===== config.mk =====
export PLATFORM = sky130hd
export DESIGN_NAME = air_quality_score_flat
export DESIGN_NICKNAME = d
export VERILOG_FILES = /design/src/hdl/aqs_pkg.sv /design/src/hdl/aqs_if.sv /design/src/hdl/aqs_lane.sv /design/src/hdl/aqs_merge.sv /design/src/hdl/air_quality_score.sv /design/src/flat_wrapper.sv
export SDC_FILE = /design/constraint.sdc
export NUM_CORES = 2
export LEC_CHECK = 0
export BUFFER_PORTS_ARGS = -buffer_cell sky130_fd_sc_hd__buf_2
export CORE_UTILIZATION = 54
export CTS_CLUSTER_SIZE = 20
export DETAILED_ROUTE_END_ITERATION = 7
export GPL_TIMING_DRIVEN = 0
export PLACE_DENSITY = 0.69
export SLEW_MARGIN = 20
export SYNTH_ARGS = -nofsm -noshare
export SYNTH_HDL_FRONTEND = slang
export SYNTH_SLANG_ARGS = --single-unit

===== constraint.sdc =====
create_clock -name clk -period 63.3 [get_ports clk]
set_input_delay 12.66 -clock clk [delete_from_list [all_inputs] [get_ports clk]]
set_output_delay 12.66 -clock clk [all_outputs]
set_load 0.02 [all_outputs]

===== src/hdl/aqs_pkg.sv =====
// Shared types and constants for the air quality score block.
// No dependencies; every other file of the block imports this package.
package aqs_pkg;

	// Field widths of the sensor readings and of the results.
	localparam int unsigned HUM_W   = 7;
	localparam int unsigned RAW_W   = 16;
	localparam int unsigned SCORE_W = 7;
	localparam int unsigned DUTY_W  = 8;
	localparam int unsigned CFG_W   = 64;
	localparam int unsigned IDX_W   = 2;

	// Divider geometry: 100 * distance fits 23 bits, the rank fits 7 bits.
	localparam int unsigned NUM_W   = 23;
	localparam int unsigned QUO_W   = 7;

	// Pipeline depth: one classify stage, one stage per quotient bit, four merge stages.
	localparam int unsigned LANE_DEPTH  = 1 + QUO_W;
	localparam int unsigned MERGE_DEPTH = 4;
	localparam int unsigned PIPE_DEPTH  = LANE_DEPTH + MERGE_DEPTH;

	// Configuration register indexes.
	localparam logic [IDX_W-1:0] REG_HUMIDITY = 2'd0;
	localparam logic [IDX_W-1:0] REG_PRESSURE = 2'd1;
	localparam logic [IDX_W-1:0] REG_CO2      = 2'd2;

	// Arithmetic constants.
	localparam logic [SCORE_W-1:0] FULL_SCORE = 7'd100;
	localparam logic [6:0]         PCT_MUL    = 7'd100;
	localparam logic [7:0]         DUTY_MUL   = 8'd255;
	// floor(s / 3) = (s * 683) >> 11 for every sum of three scores.
	localparam logic [9:0]         RECIP3     = 10'd683;
	localparam int unsigned        RECIP3_SH  = 11;
	// floor(x / 100) = (x * 5243) >> 19 for every x up to 255 * 100.
	localparam logic [12:0]        RECIP100   = 13'd5243;
	localparam int unsigned        RECIP100_SH = 19;

	// One limits register, packed as in the register map.
	typedef struct packed {
		logic [RAW_W-1:0] urgent_max;
		logic [RAW_W-1:0] warn_max;
		logic [RAW_W-1:0] urgent_min;
		logic [RAW_W-1:0] warn_min;
	} aqs_limits_t;

	// The three scores handed from the lanes to the merge stage.
	typedef struct packed {
		logic [SCORE_W-1:0] hum;
		logic [SCORE_W-1:0] pres;
		logic [SCORE_W-1:0] co2;
	} aqs_scores_t;

endpackage


===== src/hdl/aqs_if.sv =====
// Valid/ready channel interfaces for sensor sets and for results.
// Depends on aqs_pkg for the field widths.
interface aqs_in_if;
	import aqs_pkg::*;
	logic               valid;
	logic               ready;
	logic [HUM_W-1:0]   humidity;
	logic [RAW_W-1:0]   pressure;
	logic [RAW_W-1:0]   co2_ppm;

	modport source (output valid, output humidity, output pressure, output co2_ppm,
		input ready);
	modport sink (input valid, input humidity, input pressure, input co2_ppm,
		output ready);
endinterface

interface aqs_out_if;
	import aqs_pkg::*;
	logic               valid;
	logic               ready;
	logic [SCORE_W-1:0] humidity_score;
	logic [SCORE_W-1:0] pressure_score;
	logic [SCORE_W-1:0] co2_score;
	logic [SCORE_W-1:0] quality_score;
	logic [DUTY_W-1:0]  green_duty;
	logic [DUTY_W-1:0]  red_duty;

	modport source (output valid, output humidity_score, output pressure_score,
		output co2_score, output quality_score, output green_duty, output red_duty,
		input ready);
	modport sink (input valid, input humidity_score, input pressure_score,
		input co2_score, input quality_score, input green_duty, input red_duty,
		output ready);
endinterface


===== src/hdl/aqs_lane.sv =====
// One ranking lane: classifies a reading against its limits, then divides
// 100 * distance by the span one quotient bit per stage. Depends on aqs_pkg.
module aqs_lane (
	input  logic                 clk,
	input  logic                 adv,
	input  logic [15:0]          value,
	input  aqs_pkg::aqs_limits_t limits,
	output logic [6:0]           score
);
	import aqs_pkg::*;

	logic             is_urgent;
	logic             in_band;
	logic             low_side;
	logic [RAW_W-1:0] delta;
	logic [RAW_W-1:0] span;
	logic             no_div;

	// Stage registers, indexed by stage number (1 = classify).
	logic [NUM_W-1:0] rem_s  [1:LANE_DEPTH];
	logic [QUO_W-1:0] quo_s  [1:LANE_DEPTH];
	logic [RAW_W-1:0] span_s [1:LANE_DEPTH];
	logic             full_s [1:LANE_DEPTH];

	// Classification in the order urgent test, warning band, side selection.
	always_comb begin
		is_urgent = (value <= limits.urgent_min) || (value >= limits.urgent_max);
		in_band   = (value > limits.warn_min) && (value < limits.warn_max);
		low_side  = (value <= limits.warn_min);
		if (low_side) begin
			delta = limits.warn_min - value;
			span  = limits.warn_min - limits.urgent_min;
		end else begin
			delta = value - limits.warn_max;
			span  = limits.urgent_max - limits.warn_max;
		end
		no_div = (span == '0) || (delta >= span);
	end

	// Stage 1: register the numerator; inside the band it is zero so the rank is zero.
	always_ff @(posedge clk) begin
		if (adv) begin
			full_s[1] <= is_urgent || (!in_band && no_div);
			rem_s[1]  <= in_band ? '0 : NUM_W'(delta * PCT_MUL);
			span_s[1] <= span;
			quo_s[1]  <= '0;
		end
	end

	// Restoring division, most significant quotient bit first.
	for (genvar st = 2; st <= LANE_DEPTH; st++) begin : g_div
		localparam int unsigned BIT = LANE_DEPTH - st;
		logic [NUM_W-1:0] shifted;
		logic             take;

		assign shifted = {{(NUM_W-RAW_W){1'b0}}, span_s[st-1]} << BIT;
		assign take    = (rem_s[st-1] >= shifted);

		always_ff @(posedge clk) begin
			if (adv) begin
				rem_s[st]  <= take ? (rem_s[st-1] - shifted) : rem_s[st-1];
				quo_s[st]  <= quo_s[st-1] | (take ? (QUO_W'(1) << BIT) : '0);
				span_s[st] <= span_s[st-1];
				full_s[st] <= full_s[st-1];
			end
		end
	end

	// Score is zero for an urgent reading or when no division applies, else 100 minus the rank.
	assign score = full_s[LANE_DEPTH] ? '0 : (FULL_SCORE - quo_s[LANE_DEPTH]);

endmodule


===== src/hdl/aqs_merge.sv =====
// Merge stage: averages the three lane scores and derives the indicator duties
// through reciprocal multiplications over four stages. Depends on aqs_pkg.
module aqs_merge (
	input  logic                 clk,
	input  logic                 adv,
	input  aqs_pkg::aqs_scores_t scores,
	output aqs_pkg::aqs_scores_t scores_out,
	output logic [6:0]           quality,
	output logic [7:0]           green,
	output logic [7:0]           red
);
	import aqs_pkg::*;

	aqs_scores_t          sc_s1, sc_s2, sc_s3, sc_s4;
	logic [8:0]           sum_s1;
	logic [SCORE_W-1:0]   q_s2, q_s3, q_s4;
	logic [14:0]          gprod_s3, rprod_s3;
	logic [DUTY_W-1:0]    green_s4, red_s4;
	logic [18:0]          qprod;
	logic [27:0]          gq, rq;

	assign qprod = sum_s1 * RECIP3;
	assign gq    = gprod_s3 * RECIP100;
	assign rq    = rprod_s3 * RECIP100;

	// Stage 1: sum; stage 2: divide by three; stage 3: scale by 255; stage 4: divide by 100.
	always_ff @(posedge clk) begin
		if (adv) begin
			sc_s1    <= scores;
			sum_s1   <= 9'(scores.hum) + 9'(scores.pres) + 9'(scores.co2);
			sc_s2    <= sc_s1;
			q_s2     <= qprod[RECIP3_SH +: SCORE_W];
			sc_s3    <= sc_s2;
			q_s3     <= q_s2;
			gprod_s3 <= q_s2 * DUTY_MUL;
			rprod_s3 <= (FULL_SCORE - q_s2) * DUTY_MUL;
			sc_s4    <= sc_s3;
			q_s4     <= q_s3;
			green_s4 <= gq[RECIP100_SH +: DUTY_W];
			red_s4   <= rq[RECIP100_SH +: DUTY_W];
		end
	end

	assign scores_out = sc_s4;
	assign quality    = q_s4;
	assign green      = green_s4;
	assign red        = red_s4;

endmodule


===== src/hdl/air_quality_score.sv =====
// Top level of the air quality score block: configuration registers, input skid
// stage, three ranking lanes and the merge stage. Depends on aqs_pkg, aqs_if,
// aqs_lane and aqs_merge.
//
// The block accepts one sensor set per clock cycle while the pipeline advances and
// returns one result per set, in order: one classify stage and seven divider stages
// (one quotient bit each) in every lane, then four merge stages. The whole pipeline
// advances whenever the output register is empty or being taken; a one-entry skid
// register on the input keeps the input ready from depending on the output ready.
// Limits are to be written through cfg_we, cfg_idx and cfg_data only while the
// block is idle; the user ensures this, the block does not. Index 3 is ignored.
module air_quality_score (
	input  logic                       clk,
	input  logic                       arst_n,
	aqs_in_if.sink                     sensor,
	aqs_out_if.source                  result,
	input  logic                       cfg_we,
	input  logic [aqs_pkg::IDX_W-1:0]  cfg_idx,
	input  logic [aqs_pkg::CFG_W-1:0]  cfg_data
);
	import aqs_pkg::*;

	aqs_limits_t         hum_lim_q, pres_lim_q, co2_lim_q;
	logic                skid_full_q;
	logic [HUM_W-1:0]    skid_hum_q;
	logic [RAW_W-1:0]    skid_pres_q, skid_co2_q;
	logic [PIPE_DEPTH-1:0] vld_q;

	logic                adv;
	logic                src_valid;
	logic [HUM_W-1:0]    src_hum;
	logic [RAW_W-1:0]    src_pres, src_co2;
	aqs_scores_t         lane_scores, out_scores;
	logic [SCORE_W-1:0]  quality;
	logic [DUTY_W-1:0]   green, red;

	// Configuration registers.
	always_ff @(posedge clk or negedge arst_n) begin
		if (!arst_n) begin
			hum_lim_q  <= '0;
			pres_lim_q <= '0;
			co2_lim_q  <= '0;
		end else if (cfg_we) begin
			case (cfg_idx)
				REG_HUMIDITY: hum_lim_q  <= cfg_data;
				REG_PRESSURE: pres_lim_q <= cfg_data;
				REG_CO2:      co2_lim_q  <= cfg_data;
				default: ;
			endcase
		end
	end

	// The pipeline moves when the output register is free or being drained.
	assign adv          = !vld_q[PIPE_DEPTH-1] || result.ready;
	assign sensor.ready = !skid_full_q;
	assign src_valid    = skid_full_q || sensor.valid;
	assign src_hum      = skid_full_q ? skid_hum_q  : sensor.humidity;
	assign src_pres     = skid_full_q ? skid_pres_q : sensor.pressure;
	assign src_co2      = skid_full_q ? skid_co2_q  : sensor.co2_ppm;

	// Skid register holds a transaction that arrived while the pipeline was stalled.
	always_ff @(posedge clk or negedge arst_n) begin
		if (!arst_n) begin
			skid_full_q <= 1'b0;
		end else if (adv) begin
			skid_full_q <= 1'b0;
		end else begin
			skid_full_q <= skid_full_q || sensor.valid;
		end
	end

	always_ff @(posedge clk) begin
		if (!skid_full_q) begin
			skid_hum_q  <= sensor.humidity;
			skid_pres_q <= sensor.pressure;
			skid_co2_q  <= sensor.co2_ppm;
		end
	end

	// Valid bits travel alongside the lane and merge stages.
	always_ff @(posedge clk or negedge arst_n) begin
		if (!arst_n) begin
			vld_q <= '0;
		end else if (adv) begin
			vld_q <= {vld_q[PIPE_DEPTH-2:0], src_valid};
		end
	end

	// Three ranking lanes.
	aqs_lane u_lane_hum (
		.clk    (clk),
		.adv    (adv),
		.value  ({{(RAW_W-HUM_W){1'b0}}, src_hum}),
		.limits (hum_lim_q),
		.score  (lane_scores.hum)
	);

	aqs_lane u_lane_pres (
		.clk    (clk),
		.adv    (adv),
		.value  (src_pres),
		.limits (pres_lim_q),
		.score  (lane_scores.pres)
	);

	aqs_lane u_lane_co2 (
		.clk    (clk),
		.adv    (adv),
		.value  (src_co2),
		.limits (co2_lim_q),
		.score  (lane_scores.co2)
	);

	// Quality and duty computation; its last stage is the output register.
	aqs_merge u_merge (
		.clk        (clk),
		.adv        (adv),
		.scores     (lane_scores),
		.scores_out (out_scores),
		.quality    (quality),
		.green      (green),
		.red        (red)
	);

	assign result.valid          = vld_q[PIPE_DEPTH-1];
	assign result.humidity_score = out_scores.hum;
	assign result.pressure_score = out_scores.pres;
	assign result.co2_score      = out_scores.co2;
	assign result.quality_score  = quality;
	assign result.green_duty     = green;
	assign result.red_duty       = red;

endmodule

===== src/flat_wrapper.sv =====
// flat-port wrapper written by rule: the top's interface ports become plain ports
module air_quality_score_flat import aqs_pkg::*;
  (clk, arst_n, cfg_we, cfg_idx, cfg_data, sensor_valid, sensor_humidity, sensor_pressure, sensor_co2_ppm, sensor_ready, result_valid, result_humidity_score, result_pressure_score, result_co2_score, result_quality_score, result_green_duty, result_red_duty, result_ready);
  aqs_in_if sensor_i ();
  aqs_out_if result_i ();
  input  logic clk;
  input  logic arst_n;
  input  logic cfg_we;
  input  logic [aqs_pkg::IDX_W-1:0] cfg_idx;
  input  logic [aqs_pkg::CFG_W-1:0] cfg_data;
  input wire logic [$bits(sensor_i.valid)-1:0] sensor_valid;
  input wire logic [$bits(sensor_i.humidity)-1:0] sensor_humidity;
  input wire logic [$bits(sensor_i.pressure)-1:0] sensor_pressure;
  input wire logic [$bits(sensor_i.co2_ppm)-1:0] sensor_co2_ppm;
  output wire logic [$bits(sensor_i.ready)-1:0] sensor_ready;
  output wire logic [$bits(result_i.valid)-1:0] result_valid;
  output wire logic [$bits(result_i.humidity_score)-1:0] result_humidity_score;
  output wire logic [$bits(result_i.pressure_score)-1:0] result_pressure_score;
  output wire logic [$bits(result_i.co2_score)-1:0] result_co2_score;
  output wire logic [$bits(result_i.quality_score)-1:0] result_quality_score;
  output wire logic [$bits(result_i.green_duty)-1:0] result_green_duty;
  output wire logic [$bits(result_i.red_duty)-1:0] result_red_duty;
  input wire logic [$bits(result_i.ready)-1:0] result_ready;
  assign sensor_i.valid = sensor_valid;
  assign sensor_i.humidity = sensor_humidity;
  assign sensor_i.pressure = sensor_pressure;
  assign sensor_i.co2_ppm = sensor_co2_ppm;
  assign sensor_ready = sensor_i.ready;
  assign result_valid = result_i.valid;
  assign result_humidity_score = result_i.humidity_score;
  assign result_pressure_score = result_i.pressure_score;
  assign result_co2_score = result_i.co2_score;
  assign result_quality_score = result_i.quality_score;
  assign result_green_duty = result_i.green_duty;
  assign result_red_duty = result_i.red_duty;
  assign result_i.ready = result_ready;
  air_quality_score u_core (.clk(clk), .arst_n(arst_n), .sensor(sensor_i), .result(result_i), .cfg_we(cfg_we), .cfg_idx(cfg_idx), .cfg_data(cfg_data));
endmodule

==> out/summary.txt <==
====================================================================================
Global-route wire length before repair ................................   302,800 µm
Cell taking the most area after synthesis .............................     edfxtp_1
Combined global-route utilization of all metal layers .................       23.30%
Post-detailed-placement half-perimeter wirelength .....................   152,700 µm
Final net count .......................................................        9,775
Final ANT Viol Nets ...................................................            0
Ratio of cells with drive above 1 in the final layout .................       8.454%
Area of the placeable core ............................................  160,600 µm²
Highest fanout seen on the critical path ..............................           10
Synth Cell Area .......................................................   87,330 µm²
Hold Buf Count CTS ....................................................            0
Placed Cells ..........................................................       10,330
Number of port buffers ................................................          155
Antenna violations before repair ......................................           10
Post-synthesis register bit count .....................................        1,290
Clock Latency Late Sink ...............................................      0.80 ns
Area added between synthesis and finish ...............................       9.869%
CTS tree ..............................................................        built
Number of sinks driven by the clock tree ..............................        1,290
# Post-CTS Setup Buffers ..............................................            0
Cells after synthesis .................................................        7,992
Maximum number of buffers from clock root to sink .....................            3
Final period util .....................................................       32.13%
Routed length per placed instance .....................................     17.90 µm
Mapped Avg Cell Area ..................................................    10.93 µm²
Async SR Flop Fraction ................................................       15.89%
Sort of element at the start of the critical path .....................    input pin
Count of cell types in the netlist ....................................           90
Max incr delay on CP ..................................................      0.63 ns
Maximum clock skew at final layout ....................................   0.04032 ns
Number of vias after detailed routing .................................       58,550
Count of standard-cell rows ...........................................          147
Die extent in x .......................................................     404.1 µm
Fill count ............................................................       13,090
Status ................................................................ finished, final reports clean
Setup repair after global routing missed its margin ...................        false
Maximum frequency from static timing analysis .........................    49.18 MHz
Most frequently used cell type in the post-synthesis netlist ..........        inv_1
Max-cap violation count ...............................................            0
Slew of the pin with the lowest slew margin ...........................     1.037 ns
Sequential-to-total area share from yosys stat ........................       42.74%
Setup crit end kind ...................................................     register
Clock-pin transition on the worst setup and hold timing paths .........      0.06 ns
Via count of the first global-routing pass ............................       58,740
Overflow left after global routing ....................................            0
Weighted congestion at the end of routability-driven global placement .       0.9413
Area of the die .......................................................  163,300 µm²
Worst Setup Path Type .................................................    in -> reg
Minimum clock period after layout .....................................     20.34 ns
Data required time of the critical path ...............................     63.82 ns
Post-route DRC ........................................................            0
Number of setup violations in the final report ........................            0
I/O pin cnt ...........................................................          156
Iter 0 DRT Violations .................................................        3,192
Post-synth top area share .............................................       35.97%
Length of the first detailed-routing pass in iterations ...............            6
WL final ..............................................................   189,400 µm
Count of synthesis-stage warnings from yosys ..........................            0
Arrival time of the worst setup path ..................................     20.85 ns
Setup slack at placement ..............................................     42.23 ns
Number of max-slew violations in the final report .....................            0
Core utilization of the finished layout ...............................       59.75%
Worst min-delay path category .........................................   reg -> reg
Starting utilization of the core area .................................       54.39%
Relative max-transition margin ........................................       30.88%
Ys flop type ..........................................................     edfxtp_1
Critical Path Most Common Cell ........................................         ha_1
Number of CTS-inserted buffers ........................................          141
Sum Neg Setup Slack ...................................................         0 ns
Post-synth EDFFs ......................................................        1,046
Count of endpoints failing hold in the final timing report ............            0
Root buffer selected by CTS ...........................................    clkbuf_16
Largest net degree at the start of global routing .....................           99
Slowest cell on crit path .............................................     clkbuf_1
Number of cells in the finished layout apart from fillers .............       10,590
Most area-consuming cells after synthesis ............................. edfxtp_1 36%, ha_1 16%, fa_1 6.0%
Setup ws final ........................................................     42.96 ns
Commonest cells in the netlist ........................................ 1,153 x inv_1, 1,091 x ha_1, 1,046 x edfxtp_1, 490 x a21oi_1, 470 x nor2_1
Height of the die .....................................................     404.1 µm
Syn nets ..............................................................        9,454
H-Tree Depth ..........................................................            4
Post-DR vias/cell .....................................................        5.531
Resize count post-CTS .................................................            0
====================================================================================
cell families (layout without fill, tap and decap cells):
logic type | Yosys count | in the layout | share of synthesized area, %
AND/OR/NAND/NOR | 1661 | 1661 | 9.314
AO/OA/AOI/OAI | 1539 | 1539 | 11.10
adder cells (fa/ha/maj) | 1354 | 1354 | 21.64
flip-flops | 1290 | 1290 | 42.74
buffers and inverters | 1264 | 1694 | 5.459
XOR/XNOR | 527 | 527 | 5.303
multiplexers | 357 | 357 | 4.452
other | 0 | 4 | 0
final timing paths:
| check | startpoint | endpoint | slack [ns] | cells past startpoint |
|---|---|---|---|---|
| min in group asynchronous | arst_n | u_core.vld_q[0] | 11.65 | 1 |
| max | sensor_co2_ppm[0] | u_core.u_lane_co2.rem_s[0][45] | 42.96 | 31 |
| max in group asynchronous | arst_n | u_core.co2_lim_q[49] | 50.43 | 3 |
| max reg2reg | u_core.skid_full_q | u_core.u_lane_co2.rem_s[0][45] | 53.41 | 31 |
| min | u_core.u_lane_hum.quo_s[0][53] | u_core.u_lane_hum.quo_s[0][60] | 0.41 | 0 |
| min reg2reg | u_core.u_lane_hum.quo_s[0][53] | u_core.u_lane_hum.quo_s[0][60] | 0.41 | 0 |
state kept, by name, indices dropped and copies added, names as in the netlist, 28 cells and up:
name	cells
u_core.hum_lim_q	64
u_core.u_lane_pres.rem_s	148
u_core.u_lane_hum.quo_s	28
u_core.u_lane_hum.span_s	112
u_core.u_lane_co2.span_s	112
u_core.pres_lim_q	64
u_core.u_lane_pres.quo_s	28
u_core.u_lane_pres.span_s	112
u_core.u_lane_co2.rem_s	148
u_core.co2_lim_q	64
u_core.u_lane_co2.quo_s	28
u_core.u_lane_hum.rem_s	148
critical path, delay by kind of cell:
kind | cells | cell delay, ns
AO/OA/AOI/OAI | 9 | 2.08
XOR/XNOR | 1 | 0.17
adder cells (fa/ha/maj) | 6 | 2.03
buffers and inverters | 7 | 1.99
multiplexers | 1 | 0.41
AND/OR/NAND/NOR | 7 | 1.48
metrics by stage:
step / instance area (µm²) / hold slack [ns]
6_report: 95950 / 0.4051
5_1_grt: 95940 / 0.4014
4_1_cts: 95930 / 0.3937
3_5_place_dp: 91420 / 0.4045
3_3_place_gp: 90810 / 0.4005
2_1_floorplan: 87330 / 0.4003
final cells by class:
| class | instances | area [µm²] | share of cell area, % |
|---|---|---|---|
| diodes | 4 | 10.01 | 0.01043 |
| repair buffers | 178 | 1381 | 1.440 |
| plain buffers | 110 | 441.7 | 0.4603 |
| clock buffers | 177 | 3745 | 3.903 |
| clock inverters | 75 | 772.0 | 0.8046 |
| flip-flops and latches | 1290 | 37320 | 38.90 |
| well taps | 2160 | 2703 | 2.817 |
| multi-input cells | 5438 | 45240 | 47.15 |
| inverters | 1154 | 4332 | 4.515 |
cell usage in the layout, fill, tap and decap left out, types with 20 or more instances in the layout:
| master | count |
|---|---|
| a31oi_1 | 40 |
| o31ai_1 | 39 |
| a211o_1 | 22 |
| a21boi_0 | 31 |
| nor3_1 | 137 |
| mux2_2 | 247 |
| mux2i_1 | 109 |
| o21ai_0 | 355 |
| nor2b_1 | 119 |
| o21a_1 | 78 |
| nand4_1 | 83 |
| clkbuf_1 | 112 |
| nand3b_1 | 24 |
| inv_1 | 1153 |
| fa_1 | 261 |
| xnor2_1 | 328 |
| xor2_1 | 198 |
| edfxtp_1 | 1046 |
| o21bai_1 | 38 |
| nand3_1 | 108 |
| dfrtp_1 | 205 |
| a31o_2 | 23 |
| and2_1 | 20 |
| and3_1 | 38 |
| clkinv_1 | 21 |
| or2_2 | 22 |
| nor2_1 | 470 |
| buf_2 | 164 |
| nor4_1 | 40 |
| a211oi_1 | 34 |
| nand2_1 | 385 |
| clkbuf_16 | 142 |
| nand2b_1 | 114 |
| or3_1 | 37 |
| dfxtp_1 | 39 |
| ha_1 | 1091 |
| a21o_1 | 213 |
| a21oi_1 | 490 |
routing by layer:
metal | up-vias | GRT usage [%] | part of all wire, %
met5 | - | 0 | 0.020
li1 | 28930 | - | -
met3 | 361 | 3.584 | 4.4
met4 | 6 | 8.433 | 3.4
met1 | 27940 | 29.61 | 44
met2 | 1310 | 40.18 | 48
Power is not shown: default switching activity piles up to over one toggle a cycle in this logic, so the estimate is an artifact.
